--- config.mk ---
export PLATFORM = sky130hd
export DESIGN_NAME = acpi_s5_sleep_type_scanner_unit
export DESIGN_NICKNAME = d
export VERILOG_FILES = /design/src/hdl/s5scan_pkg.sv /design/src/hdl/s5scan_hdr_track.sv /design/src/hdl/s5scan_pkg_parse.sv /design/src/hdl/acpi_s5_sleep_type_scanner_unit.sv
export VERILOG_INCLUDE_DIRS = /design/src /design/src/hdl
export SDC_FILE = /design/constraint.sdc
export NUM_CORES = 1
export LEC_CHECK = 0
export ABC_AREA = 0
export BUFFER_PORTS_ARGS = -buffer_cell sky130_fd_sc_hd__clkbuf_2
export CAP_MARGIN = 20
export CORE_AREA = 10 10 126 128
export DETAILED_ROUTE_END_ITERATION = 6
export DIE_AREA = 0 0 136 138
export PLACE_DENSITY_LB_ADDON = 0.05
export SKIP_LAST_GASP = 1
export SYNTH_ARGS = -nofsm -noshare
export SYNTH_HDL_FRONTEND = slang
export SYNTH_SLANG_ARGS = --single-unit
--- constraint.sdc ---
create_clock -name clk -period 11 [get_ports clk]
set_input_delay 1.1 -clock clk [delete_from_list [all_inputs] [get_ports clk]]
set_output_delay 1.1 -clock clk [all_outputs]
set_load 0.01 [all_outputs]
--- src/hdl/acpi_s5_sleep_type_scanner_unit_assert.svh ---
// Assertion macros for the S5 sleep type scanner.
// Included by the top level; no other dependencies.
`ifndef ACPI_S5_SLEEP_TYPE_SCANNER_UNIT_ASSERT_SVH
`define ACPI_S5_SLEEP_TYPE_SCANNER_UNIT_ASSERT_SVH
`ifndef SYNTHESIS
`define S5SCAN_ASSERT_IMPLY(lbl, clk, rst, ante, cons) \
  lbl: assert property (@(posedge clk) disable iff (rst) (ante) |-> (cons)) \
    else $error("s5scan assertion failed");
`define S5SCAN_ASSERT_NEXT(lbl, clk, rst, ante, cons) \
  lbl: assert property (@(posedge clk) disable iff (rst) (ante) |=> (cons)) \
    else $error("s5scan assertion failed");
`else
`define S5SCAN_ASSERT_IMPLY(lbl, clk, rst, ante, cons)
`define S5SCAN_ASSERT_NEXT(lbl, clk, rst, ante, cons)
`endif
`endif

--- src/hdl/s5scan_pkg.sv ---
// Shared constants, types and helpers for the S5 sleep type scanner.
// No dependencies.
package s5scan_pkg;

  localparam int LENGTH_BITS_DEFAULT = 32;

  localparam logic [31:0] S5_NAME     = 32'h5F53_355F;
  localparam logic [7:0]  PKG_OP      = 8'h12;
  localparam logic [7:0]  BYTE_PREFIX = 8'h0A;

  localparam int TYPE_BITS = 3;
  localparam int CTL_BITS  = 16;

  localparam int PHASE_BITS = 4;
  localparam logic [PHASE_BITS-1:0] PH_SEARCH   = 4'd0;
  localparam logic [PHASE_BITS-1:0] PH_PKGLEN   = 4'd1;
  localparam logic [PHASE_BITS-1:0] PH_SKIP     = 4'd2;
  localparam logic [PHASE_BITS-1:0] PH_COUNT    = 4'd3;
  localparam logic [PHASE_BITS-1:0] PH_TYPA     = 4'd4;
  localparam logic [PHASE_BITS-1:0] PH_TYPA_VAL = 4'd5;
  localparam logic [PHASE_BITS-1:0] PH_TYPB     = 4'd6;
  localparam logic [PHASE_BITS-1:0] PH_TYPB_VAL = 4'd7;
  localparam logic [PHASE_BITS-1:0] PH_DONE     = 4'd8;

  typedef struct packed {
    logic sig_hit;
  } hdr_status_t;

  typedef struct packed {
    logic                 valid;
    logic                 found;
    logic [TYPE_BITS-1:0] type_a;
    logic [TYPE_BITS-1:0] type_b;
  } result_t;

  // PM1 control word: SLP_TYP in bits 12:10, SLP_EN in bit 13.
  function automatic logic [CTL_BITS-1:0] ctl_word(input logic ok,
                                                   input logic [TYPE_BITS-1:0] typ);
    logic [CTL_BITS-1:0] w;
    w = {2'b00, 1'b1, typ, 10'b0};
    return ok ? w : '0;
  endfunction

endpackage

--- src/hdl/s5scan_hdr_track.sv ---
// Byte offset, table length capture and four-byte name window.
// Depends on s5scan_pkg.
module s5scan_hdr_track #(
  parameter int LENGTH_BITS = s5scan_pkg::LENGTH_BITS_DEFAULT
) (
  input  logic                      clk,
  input  logic                      rst,
  input  logic                      fire,
  input  logic [7:0]                data_byte,
  input  logic                      last,
  output s5scan_pkg::hdr_status_t   status
);

  logic [31:0]            byte_offset;
  logic [LENGTH_BITS-1:0] table_length;
  logic [31:0]            recent_bytes;

  logic                   len_window;
  logic [31:0]            lane;
  logic [LENGTH_BITS-1:0] length_cur;
  logic                   len_ok;
  logic                   start_ok;
  logic                   past_header;

  always_comb begin
    past_header = byte_offset >= 32'd4;
    len_window  = past_header && (byte_offset < 32'd8);
    lane        = 32'(data_byte) << {byte_offset[1:0], 3'b000};
    length_cur  = len_window ? (table_length | lane[LENGTH_BITS-1:0]) : table_length;
    len_ok      = length_cur >= LENGTH_BITS'(8);
    // name start (offset - 4) below length - 8  <=>  offset + 4 below length
    start_ok    = ({1'b0, byte_offset} + 33'd4) < 33'(length_cur);
    status.sig_hit = past_header && (recent_bytes == s5scan_pkg::S5_NAME) &&
                     (data_byte == s5scan_pkg::PKG_OP) && len_ok && start_ok;
  end

  always_ff @(posedge clk) begin
    if (rst) begin
      byte_offset  <= '0;
      table_length <= '0;
      recent_bytes <= '0;
    end else if (fire) begin
      if (last) begin
        byte_offset  <= '0;
        table_length <= '0;
        recent_bytes <= '0;
      end else begin
        if (byte_offset != '1) begin
          byte_offset <= byte_offset + 32'd1;
        end
        table_length <= length_cur;
        recent_bytes <= {recent_bytes[23:0], data_byte};
      end
    end
  end

endmodule

--- src/hdl/s5scan_pkg_parse.sv ---
// Parse state machine for the _S5_ package body: length skip, count, two types.
// Depends on s5scan_pkg.
module s5scan_pkg_parse (
  input  logic                     clk,
  input  logic                     rst,
  input  logic                     fire,
  input  logic [7:0]               data_byte,
  input  logic                     last,
  input  s5scan_pkg::hdr_status_t  status,
  output s5scan_pkg::result_t      result
);

  logic [s5scan_pkg::PHASE_BITS-1:0] parse_phase;
  logic [s5scan_pkg::PHASE_BITS-1:0] parse_phase_next;
  logic [1:0]                        skip_left;
  logic [1:0]                        skip_left_next;
  logic [s5scan_pkg::TYPE_BITS-1:0]  held_type_a;
  logic [s5scan_pkg::TYPE_BITS-1:0]  held_type_a_next;
  logic                              emit_found;
  logic                              is_prefix;

  always_comb begin
    parse_phase_next = parse_phase;
    skip_left_next   = skip_left;
    held_type_a_next = held_type_a;
    emit_found       = 1'b0;
    is_prefix        = data_byte == s5scan_pkg::BYTE_PREFIX;

    unique case (parse_phase)
      s5scan_pkg::PH_SEARCH: begin
        if (status.sig_hit) begin
          parse_phase_next = s5scan_pkg::PH_PKGLEN;
        end
      end
      s5scan_pkg::PH_PKGLEN: begin
        skip_left_next   = data_byte[7:6];
        parse_phase_next = (data_byte[7:6] != 2'd0) ? s5scan_pkg::PH_SKIP
                                                    : s5scan_pkg::PH_COUNT;
      end
      s5scan_pkg::PH_SKIP: begin
        skip_left_next = skip_left - 2'd1;
        if (skip_left == 2'd1) begin
          parse_phase_next = s5scan_pkg::PH_COUNT;
        end
      end
      s5scan_pkg::PH_COUNT: begin
        parse_phase_next = s5scan_pkg::PH_TYPA;
      end
      s5scan_pkg::PH_TYPA: begin
        if (is_prefix) begin
          parse_phase_next = s5scan_pkg::PH_TYPA_VAL;
        end else begin
          held_type_a_next = data_byte[2:0];
          parse_phase_next = s5scan_pkg::PH_TYPB;
        end
      end
      s5scan_pkg::PH_TYPA_VAL: begin
        held_type_a_next = data_byte[2:0];
        parse_phase_next = s5scan_pkg::PH_TYPB;
      end
      s5scan_pkg::PH_TYPB: begin
        if (is_prefix) begin
          parse_phase_next = s5scan_pkg::PH_TYPB_VAL;
        end else begin
          emit_found       = 1'b1;
          parse_phase_next = s5scan_pkg::PH_DONE;
        end
      end
      s5scan_pkg::PH_TYPB_VAL: begin
        emit_found       = 1'b1;
        parse_phase_next = s5scan_pkg::PH_DONE;
      end
      default: begin
        parse_phase_next = s5scan_pkg::PH_DONE;
      end
    endcase

    result.found  = emit_found;
    result.type_a = emit_found ? held_type_a : '0;
    result.type_b = emit_found ? data_byte[2:0] : '0;
    // not-found only if this table has not reported yet
    result.valid  = emit_found || (last && (parse_phase != s5scan_pkg::PH_DONE));

    if (last) begin
      parse_phase_next = s5scan_pkg::PH_SEARCH;
      skip_left_next   = '0;
      held_type_a_next = '0;
    end
  end

  always_ff @(posedge clk) begin
    if (rst) begin
      parse_phase <= s5scan_pkg::PH_SEARCH;
      skip_left   <= '0;
      held_type_a <= '0;
    end else if (fire) begin
      parse_phase <= parse_phase_next;
      skip_left   <= skip_left_next;
      held_type_a <= held_type_a_next;
    end
  end

endmodule

--- src/hdl/acpi_s5_sleep_type_scanner_unit.sv ---
// Top level of the S5 sleep type scanner: input register, header tracker,
// package parser and result register. Depends on s5scan_pkg, s5scan_hdr_track,
// s5scan_pkg_parse and acpi_s5_sleep_type_scanner_unit_assert.svh.
//
// Usage: stream the DSDT bytes in order on data_byte with data_valid, one per
// transaction, and raise last on the final byte. A transaction completes when
// valid is high and stall is low. Each table yields exactly one result:
// found = 1 with both SLP_TYP values and the PM1a/PM1b control words once the
// _S5_ package is parsed, or found = 0 with all fields zero on the last byte
// when no package was found. Bytes after a result are consumed silently.
// A byte waits in the input register; its result loads the result register when it fires.
// Throughput: one byte per cycle while data_stall is low; the per-byte work is a window
// compare, a length add/compare and a small state update between the two registers.
// Reset clears all tracking state; the block then waits for a table header.
// When result_stall holds, the finished result waits in the result register
// while one more byte is held in the input register; data_stall rises only
// when both are full.
`include "acpi_s5_sleep_type_scanner_unit_assert.svh"
module acpi_s5_sleep_type_scanner_unit #(
  parameter int LENGTH_BITS = s5scan_pkg::LENGTH_BITS_DEFAULT
) (
  input  logic                                 clk,
  input  logic                                 rst,
  input  logic                                 data_valid,
  output logic                                 data_stall,
  input  logic [7:0]                           data_byte,
  input  logic                                 last,
  output logic                                 result_valid,
  input  logic                                 result_stall,
  output logic                                 found,
  output logic [s5scan_pkg::TYPE_BITS-1:0]     sleep_type_a,
  output logic [s5scan_pkg::TYPE_BITS-1:0]     sleep_type_b,
  output logic [s5scan_pkg::CTL_BITS-1:0]      control_word_a,
  output logic [s5scan_pkg::CTL_BITS-1:0]      control_word_b
);

  logic                     in_full;
  logic [7:0]               in_byte;
  logic                     in_last;
  logic                     advance;
  logic                     fire;
  logic                     accept;
  s5scan_pkg::hdr_status_t  status;
  s5scan_pkg::result_t      result;

  assign advance    = !result_valid || !result_stall;
  assign fire       = in_full && advance;
  assign data_stall = in_full && !advance;
  assign accept     = data_valid && !data_stall;

  always_ff @(posedge clk) begin
    if (rst) begin
      in_full <= 1'b0;
    end else if (accept) begin
      in_full <= 1'b1;
    end else if (fire) begin
      in_full <= 1'b0;
    end
  end

  always_ff @(posedge clk) begin
    if (accept) begin
      in_byte <= data_byte;
      in_last <= last;
    end
  end

  s5scan_hdr_track #(
    .LENGTH_BITS(LENGTH_BITS)
  ) u_hdr (
    .clk       (clk),
    .rst       (rst),
    .fire      (fire),
    .data_byte (in_byte),
    .last      (in_last),
    .status    (status)
  );

  s5scan_pkg_parse u_parse (
    .clk       (clk),
    .rst       (rst),
    .fire      (fire),
    .data_byte (in_byte),
    .last      (in_last),
    .status    (status),
    .result    (result)
  );

  always_ff @(posedge clk) begin
    if (rst) begin
      result_valid <= 1'b0;
    end else if (advance) begin
      result_valid <= fire && result.valid;
    end
  end

  always_ff @(posedge clk) begin
    if (fire && result.valid && advance) begin
      found          <= result.found;
      sleep_type_a   <= result.type_a;
      sleep_type_b   <= result.type_b;
      control_word_a <= s5scan_pkg::ctl_word(result.found, result.type_a);
      control_word_b <= s5scan_pkg::ctl_word(result.found, result.type_b);
    end
  end

  `S5SCAN_ASSERT_IMPLY(a_ctl_match, clk, rst, result_valid && found, (control_word_a == s5scan_pkg::ctl_word(1'b1, sleep_type_a)) && (control_word_b == s5scan_pkg::ctl_word(1'b1, sleep_type_b)))
  `S5SCAN_ASSERT_IMPLY(a_notfound_zero, clk, rst, result_valid && !found, (sleep_type_a == '0) && (sleep_type_b == '0) && (control_word_a == '0) && (control_word_b == '0))
  `S5SCAN_ASSERT_IMPLY(a_stall_only_full, clk, rst, data_stall, in_full && result_valid && result_stall)
  `S5SCAN_ASSERT_NEXT(a_result_loads, clk, rst, fire && result.valid, result_valid)

endmodule

## Word level (Yosys, flattened, before mapping)

Index checks and enable logic that the tools add are counted.

| cells by class | value |
|---|---|
| bitwise operators | 1 |
| shifts and indexed selects | 1 |
| muxes and demuxes | 25 |
| reduce and logical (&&, ||, !) cells | 27 |
| add/subtract/negate cells | 3 |
| magnitude comparators | 4 |
| equal/unequal tests | 16 |

Operator list:

| cell | number |
|---|---|
| $mux W32 | 5 |
| $add A32 B3 Y33 const B | 1 |
| $lt A33 B32 Y1 | 1 |
| $add A32 B1 Y32 const B | 1 |
| $eq A32 B31 Y1 const B | 1 |
| $ge A32 B3 Y1 const B | 1 |
| $ge A32 B4 Y1 const B | 1 |
| $lt A32 B4 Y1 const B | 1 |
| $ne A32 B32 Y1 const B | 1 |
| $or A32 B32 Y32 | 1 |
| $shl A8 B5 Y32 | 1 |
| $mux W14 | 2 |
| $pmux W4 S7 | 1 |
| $eq A4 B3 Y1 const B | 4 |
| $mux W4 | 4 |
| $mux W3 | 4 |
| $logic_and A1 B1 Y1 | 11 |
| $eq A4 B2 Y1 const B | 2 |
| $eq A8 B4 Y1 const B | 1 |
| $eq A8 B5 Y1 const B | 1 |
| $ne A3 B3 Y1 const B | 2 |
| $pmux W3 S2 | 1 |
| $reduce_and A3 Y1 | 2 |
| $reduce_bool A2 Y1 | 3 |
| 14 further kinds | 24 |

| word-level totals | value |
|---|---|
| output and inout port bits | 41 |
| word-level logic and storage cells | 94 |
| input bits | 13 |
| bits in registers | 155 |

## Longest topological paths before layout

| logic depth | value |
|---|---|
| word-level depth | 9 |
| depth in mapped cells | 17 |

## By module

From an unflattened synthesis, not the netlist that was laid out.

| second synthesis, totals | value |
|---|---|
| cells, all modules | 831 |
| area, all modules | 7260.7 µm² |

Modules (own cells, without submodules):

| module | instances | cells an instance | area each (µm²) |
|---|---|---|---|
| s5scan_hdr_track | 1 | 681 | 5601.6 |
| acpi_s5_sleep_type_scanner_unit | 1 | 67 | 991.0 |
| s5scan_pkg_parse | 1 | 83 | 668.1 |

## Least setup slack after synthesis

Ideal clock, no wire load.

| timing path | value |
|---|---|
| kind | reg2reg |
| from | reg u_hdr.byte_offset[0] |
| to | reg u_parse.parse_phase[0] in the netlist's numbering |
| slack | 7371 ps |
| cell stages (with the launch flop) | 17 |
| arrival | 3503 ps |
| cell sequence | dfxtp_1 -> clkbuf_1 -> inv_1 -> ha_1 -> a21bo_2 -> nand2_1 -> or3_1 -> buf_2 -> nor2_2 -> a21oi_1 -> ha_1 -> a311oi_1 -> nand4_1 -> or4_1 -> o31ai_1 -> o211ai_2 -> mux2i_1 |

| on the way | value |
|---|---|
| word-level cells in the longest chain between the ends | 8 |
| elaborated cells on any way between the ends | 15 |

Ends and longest elaborated chain:

| element | line | text |
|---|---|---|
| from (decl) | s5scan_hdr_track.sv:14 | `logic [31:0] byte_offset;` |
| from (signal assigned) | s5scan_hdr_track.sv:49 | `byte_offset <= byte_offset + 32'd1;` |
| $ge A32 B3 Y1, or another cell as far along | s5scan_hdr_track.sv:26 | `past_header = byte_offset >= 32'd4;` |
| $logic_and A1 B1 Y1 / $or A32 B32 Y32 (equally long branches) | s5scan_hdr_track.sv:27, s5scan_hdr_track.sv:29 |  |
| $mux W32 | s5scan_hdr_track.sv:29 | `length_cur = len_window ? (table_length \| lane[LENGTH_BITS-1:0]) : table_length;` |
| $ge A32 B4 Y1 | s5scan_hdr_track.sv:30 | `len_ok = length_cur >= LENGTH_BITS'(8);` |
| $logic_and A1 B1 Y1 | s5scan_hdr_track.sv:34 | `(data_byte == s5scan_pkg::PKG_OP) && len_ok && start_ok;` |
| $logic_and A1 B1 Y1 (*) | s5scan_hdr_track.sv:34 |  |
| $ne A3 B3 Y1 (no line) (*) | -- |  |
| $reduce_and A3 Y1 (no line) (*) | -- |  |
| to (signal assigned) | s5scan_pkg_parse.sv:93 | `parse_phase <= s5scan_pkg::PH_SEARCH;` |
| to (signal assigned) | s5scan_pkg_parse.sv:97 | `parse_phase <= parse_phase_next;` |
| to (decl) | s5scan_pkg_parse.sv:13 | `logic [s5scan_pkg::PHASE_BITS-1:0] parse_phase;` |

Mark *: on every way between the ends. The rest lies on a longest branch, timed or not.
A chain may end at the register's enable or synchronous reset.

## Final worst setup path

| timing path | value |
|---|---|
| from | reg u_hdr.byte_offset[4] |
| to | reg u_parse.parse_phase[0] in the netlist's numbering |

| on the way | value |
|---|---|
| word-level cells in the longest chain between the ends | 8 |
| elaborated cells on any way between the ends | 13 |

Ends and longest elaborated chain:

| element | line | text |
|---|---|---|
| $ge A32 B3 Y1 / $lt A32 B4 Y1 (equally long branches) | s5scan_hdr_track.sv:26, s5scan_hdr_track.sv:27 |  |
| $logic_and A1 B1 Y1 | s5scan_hdr_track.sv:27 | `len_window = past_header && (byte_offset < 32'd8);` |
| $mux W32 | s5scan_hdr_track.sv:29 |  |
| $ge A32 B4 Y1 | s5scan_hdr_track.sv:30 |  |
| $logic_and A1 B1 Y1 | s5scan_hdr_track.sv:34 |  |
| $logic_and A1 B1 Y1 (*) | s5scan_hdr_track.sv:34 |  |
| $ne A3 B3 Y1 (no line) (*) | -- |  |
| $reduce_and A3 Y1 (no line) (*) | -- |  |

Marks and branches as above.

==> implementation parameters <==
Parameter                              Value

Worst setup path
  WP data required    between 10 and 15 ns
  Capture point of the worst path    u_parse.parse_phase[0]
  Startpoint of the worst register-to-register path    u_hdr.byte_offset[4]
  Capturing element type of the critical path    register
  Capture point of the worst reg-to-reg path    u_parse.parse_phase[0]
  Setup slack of the worst register-to-register path    roughly 6.7 ns
  Crit Path Class    register to register
  Reg2reg path depth    13
  Category of the worst setup path launch point    register
  Critical path origin    u_hdr.byte_offset[4]
  Arrival time at the worst endpoint    about 4.6 ns
  Maximum fanout count along the critical path    6

Run status
  Run status    completed

Yosys
  Average cell area after synthesis    between 8 and 9 um2
  Post-synthesis sequential element count    ~130
  Compound-cell area share of the yosys netlist    about 13%
  Syn Inst Count    around 820
  Sequential fraction of the synthesis area    about two fifths
  Most numerous cell types in the synthesized netlist    sky130_fd_sc_hd__dfxtp_1, sky130_fd_sc_hd__nor2_1, sky130_fd_sc_hd__a21oi_1, sky130_fd_sc_hd__nand2_1, sky130_fd_sc_hd__nand3_1
  Fraction of synthesized area in multiplexers    less than 1%
  Yosys Warn Count    0
  Share of synthesized flip-flops with an asynchronous set or reset    0%
  Number of distinct library cell variants in the gate-level netlist after synthesis    68
  Most used flip-flop cell after synthesis    sky130_fd_sc_hd__dfxtp_1
  Simple-gate area share of the yosys netlist    between 20 and 30%
  Biggest area consumer among synthesized cells    sky130_fd_sc_hd__dfxtp_1
  Area of the mapped netlist    about 7100 um2
  Synthesized-area fraction occupied by xor and xnor cells    under 10%
  Combinational family with the most area after synthesis    simple AND/OR/NAND/NOR gates
  Most used standard cell by instance count after synthesis    sky130_fd_sc_hd__dfxtp_1
  Synth area leaders    sky130_fd_sc_hd__dfxtp_1, sky130_fd_sc_hd__edfxtp_1, sky130_fd_sc_hd__ha_1
  Number of enable-type register cells in the synthesized netlist    22
  Adder-cell area share of the yosys netlist    under 10%
  Area share of the largest cell type after synthesis    30.16%

Clock network
  CTS tree    built
  Hold-fix buffers, CTS    0
  Number of levels the H-tree was split into    4
  Clock input transition at the sequential cells of the worst setup and hold paths    0.06 ns
  Clk Tree Root Cell    sky130_fd_sc_hd__clkbuf_16
  Buffer depth of the longest clock path    2
  Cts repair resizes    0
  Number of buffers added for setup after CTS    0
  Number of CTS-inserted buffers    17
  # clock sinks    129
  Clock insertion delay at the later pin of the skew report    approximately 0.42 ns

STA
  Maximum clock frequency    around 0.23 GHz
  Relative slew margins    a little over a third
  Shortest period the worst path allows    approximately 4.3 ns
  Setup Viol. Count Final    0
  TNS Setup    0 ns
  Final clock skew    0.007462 ns
  Number of max-slew violations in the final report    0
  Unrepaired setup endpoints after global routing    false
  Hold slack    0.4483 ns
  Final Hold Viols    0
  Worst Tran Pin Value    about 1 ns
  Final cycle utilization of the critical path    about two fifths

Layout
  Storage cell area    2803 um2
  Area occupied by multi-input gates    a little under 4000 um2
  N_diodes    0
  Nets    870
  Count of fill cells added during filler insertion    approximately 1300
  Area overhead of the layout relative to synthesis    8.791%
  Share of layout cells above drive strength 1    between 10% and 20%

Route
  Final WL    17.57 mm
  DRC marker count from the first detailed-route iteration    ~460
  First-pass iteration count of the detailed router    5
  DRC violation count after routing    0
  Number of vias per cell after detailed routing    about 5.7
  Total vias in the final route    slightly below 6000
  Avg WL per Cell    17.32 um
  DRT antenna net count    0

Floorplan
  Placement Rows    43
  DIE AREA    18770 um2
  Number of placed I/O pins    54
  Chip width    136 um
  Vertical die dimension    between 100 and 150 um
  Area inside the core boundary    13500 um2
  Starting Density    between 50% and 60%

Worst hold path
  Worst min-delay path category    register to register

Global route
  Number of global-route vias before repair    ~5500
  Maximum number of pins on one net before global-route repair    74
  Number of antenna violations at the first check in global routing    0
  First-pass GRT wire length    roughly 28 mm
  Overall overflow remaining after global route    0
  Overall track demand over capacity in global routing    a little under a fifth

Place
  Final weighted congestion in routability-driven placement    0.9223
  Count of input and output buffers    29
  Estimated wirelength of the detail-placed design    about 13 mm

Power
  Pwr/cell area    137.1 nW/um2
  Leakage component of the power    roughly 2.8 nW
  Worst vdd ir    94.13 uV

Flow run
  Max-cap violation count    0
## per-layer routing
metal / global-route usage (%) / wire, um
met5: 0 / 0
met4: 7.235 / 325
met3: 3.442 / 784
met2: 30.40 / 8622
met1: 23.86 / 7833
## cells in the final DEF, fill, tap and decap left out, types with 4 or more instances in the layout
cell and instances:
sky130_fd_sc_hd__conb_1 24, sky130_fd_sc_hd__nand3_1 49, sky130_fd_sc_hd__mux2i_1 6, sky130_fd_sc_hd__nor3_2 15, sky130_fd_sc_hd__nand4_1 18, sky130_fd_sc_hd__dfxtp_1 107
sky130_fd_sc_hd__o21ai_0 17, sky130_fd_sc_hd__or3_1 12, sky130_fd_sc_hd__ha_1 36, sky130_fd_sc_hd__clkbuf_2 29, sky130_fd_sc_hd__and2_1 13, sky130_fd_sc_hd__nor4_1 14
sky130_fd_sc_hd__and4_1 4, sky130_fd_sc_hd__nand2_1 75, sky130_fd_sc_hd__o211ai_1 4, sky130_fd_sc_hd__xnor2_1 24, sky130_fd_sc_hd__xor2_1 26, sky130_fd_sc_hd__buf_4 4
sky130_fd_sc_hd__clkinv_2 6, sky130_fd_sc_hd__and3_1 9, sky130_fd_sc_hd__a21oi_1 75, sky130_fd_sc_hd__nand2b_1 4, sky130_fd_sc_hd__clkinvlp_4 4, sky130_fd_sc_hd__a21o_1 9
sky130_fd_sc_hd__a21oi_2 15, sky130_fd_sc_hd__edfxtp_1 22, sky130_fd_sc_hd__clkbuf_16 17, sky130_fd_sc_hd__o31ai_1 4, sky130_fd_sc_hd__nor2_1 84, sky130_fd_sc_hd__nor4_2 5
sky130_fd_sc_hd__nor3_1 29, sky130_fd_sc_hd__nor2b_1 6, sky130_fd_sc_hd__inv_1 11
## per-stage QoR
stage / cell area (um2) / setup WS, ns / util, % / total power [mW] / std cells
3_5_place_dp: 7186 / 6.741 / 53.21 / 0.5515 / 982
6_report: 7726 / 6.723 / 57.21 / 1.059 / 1014
3_3_place_gp: 7186 / 6.755 / 53.21 / 0.5508 / 982
5_1_grt: 7726 / 6.506 / 57.21 / 1.094 / 1014
4_1_cts: 7726 / 6.714 / 57.21 / 1.068 / 1014
2_1_floorplan: 7188 / 7.371 / - / 0.5424 / 846
## registers in the layout, summed over array words and instances, names as in the netlist
| signal | cells |
|---|---|
| result_valid | 1 |
| u_hdr.byte_offset | 32 |
| u_hdr.recent_bytes | 32 |
| control_word_b | 4 |
| sleep_type_b | 3 |
| sleep_type_a | 3 |
| in_full | 1 |
| u_parse.held_type_a | 3 |
| in_byte | 8 |
| u_parse.skip_left | 2 |
| in_last | 1 |
| u_hdr.table_length | 32 |
| u_parse.parse_phase | 4 |
| control_word_a | 3 |
## cell families after synthesis
kind of cell,after synthesis
AO/OA/AOI/OAI,151
XOR/XNOR,50
adder cells (fa/ha/maj),36
buffers and inverters,89
flip-flops,129
multiplexers,6
other,1
AND/OR/NAND/NOR,361
## worst max-delay path: stages (launching register included)
cell                       delay (ns)
sky130_fd_sc_hd__dfxtp_1         0.49
sky130_fd_sc_hd__nand2_1         0.13
sky130_fd_sc_hd__nor4_2          0.50
sky130_fd_sc_hd__and4_1          0.41
sky130_fd_sc_hd__and3_1          0.31
sky130_fd_sc_hd__nand3_1         0.12
sky130_fd_sc_hd__xnor2_1         0.28
sky130_fd_sc_hd__ha_1            0.32
sky130_fd_sc_hd__a311oi_1        0.30
sky130_fd_sc_hd__nand4_1         0.13
sky130_fd_sc_hd__or4_1           0.43
sky130_fd_sc_hd__o31ai_1         0.33
sky130_fd_sc_hd__o211ai_2        0.23
sky130_fd_sc_hd__mux2i_1         0.16
## area by class of cell
type | instances | area share [%]
clock buffer | 21 | 5.830
clock inverter | 11 | 1.166
tap | 180 | 2.915
sequential | 129 | 36.28
inverter | 12 | 0.5830
timing repair buffer | 33 | 2.267
multi-input combinational | 628 | 50.96
## how the worst min path moves through the flow
stage | endpoint | start | cells past startpoint
floorplan | u_hdr.recent_bytes[29] | u_hdr.recent_bytes[29] | 2
CTS | u_hdr.recent_bytes[29] | u_hdr.recent_bytes[29] | 2
global route | u_hdr.recent_bytes[29] | u_hdr.recent_bytes[29] | 2
detailed placement | u_hdr.recent_bytes[29] | u_hdr.recent_bytes[29] | 2
finish | u_hdr.recent_bytes[29] | u_hdr.recent_bytes[29] | 2
global placement | u_hdr.recent_bytes[29] | u_hdr.recent_bytes[29] | 2
## where the power goes
part           total [mW]  switching (mW)  internal [mW]
sequential          0.497          0.0114          0.485
combinational      0.0451          0.0334         0.0117
clock               0.517           0.204          0.313
total                1.06           0.249          0.810
(Power assumes the default switching activity.)
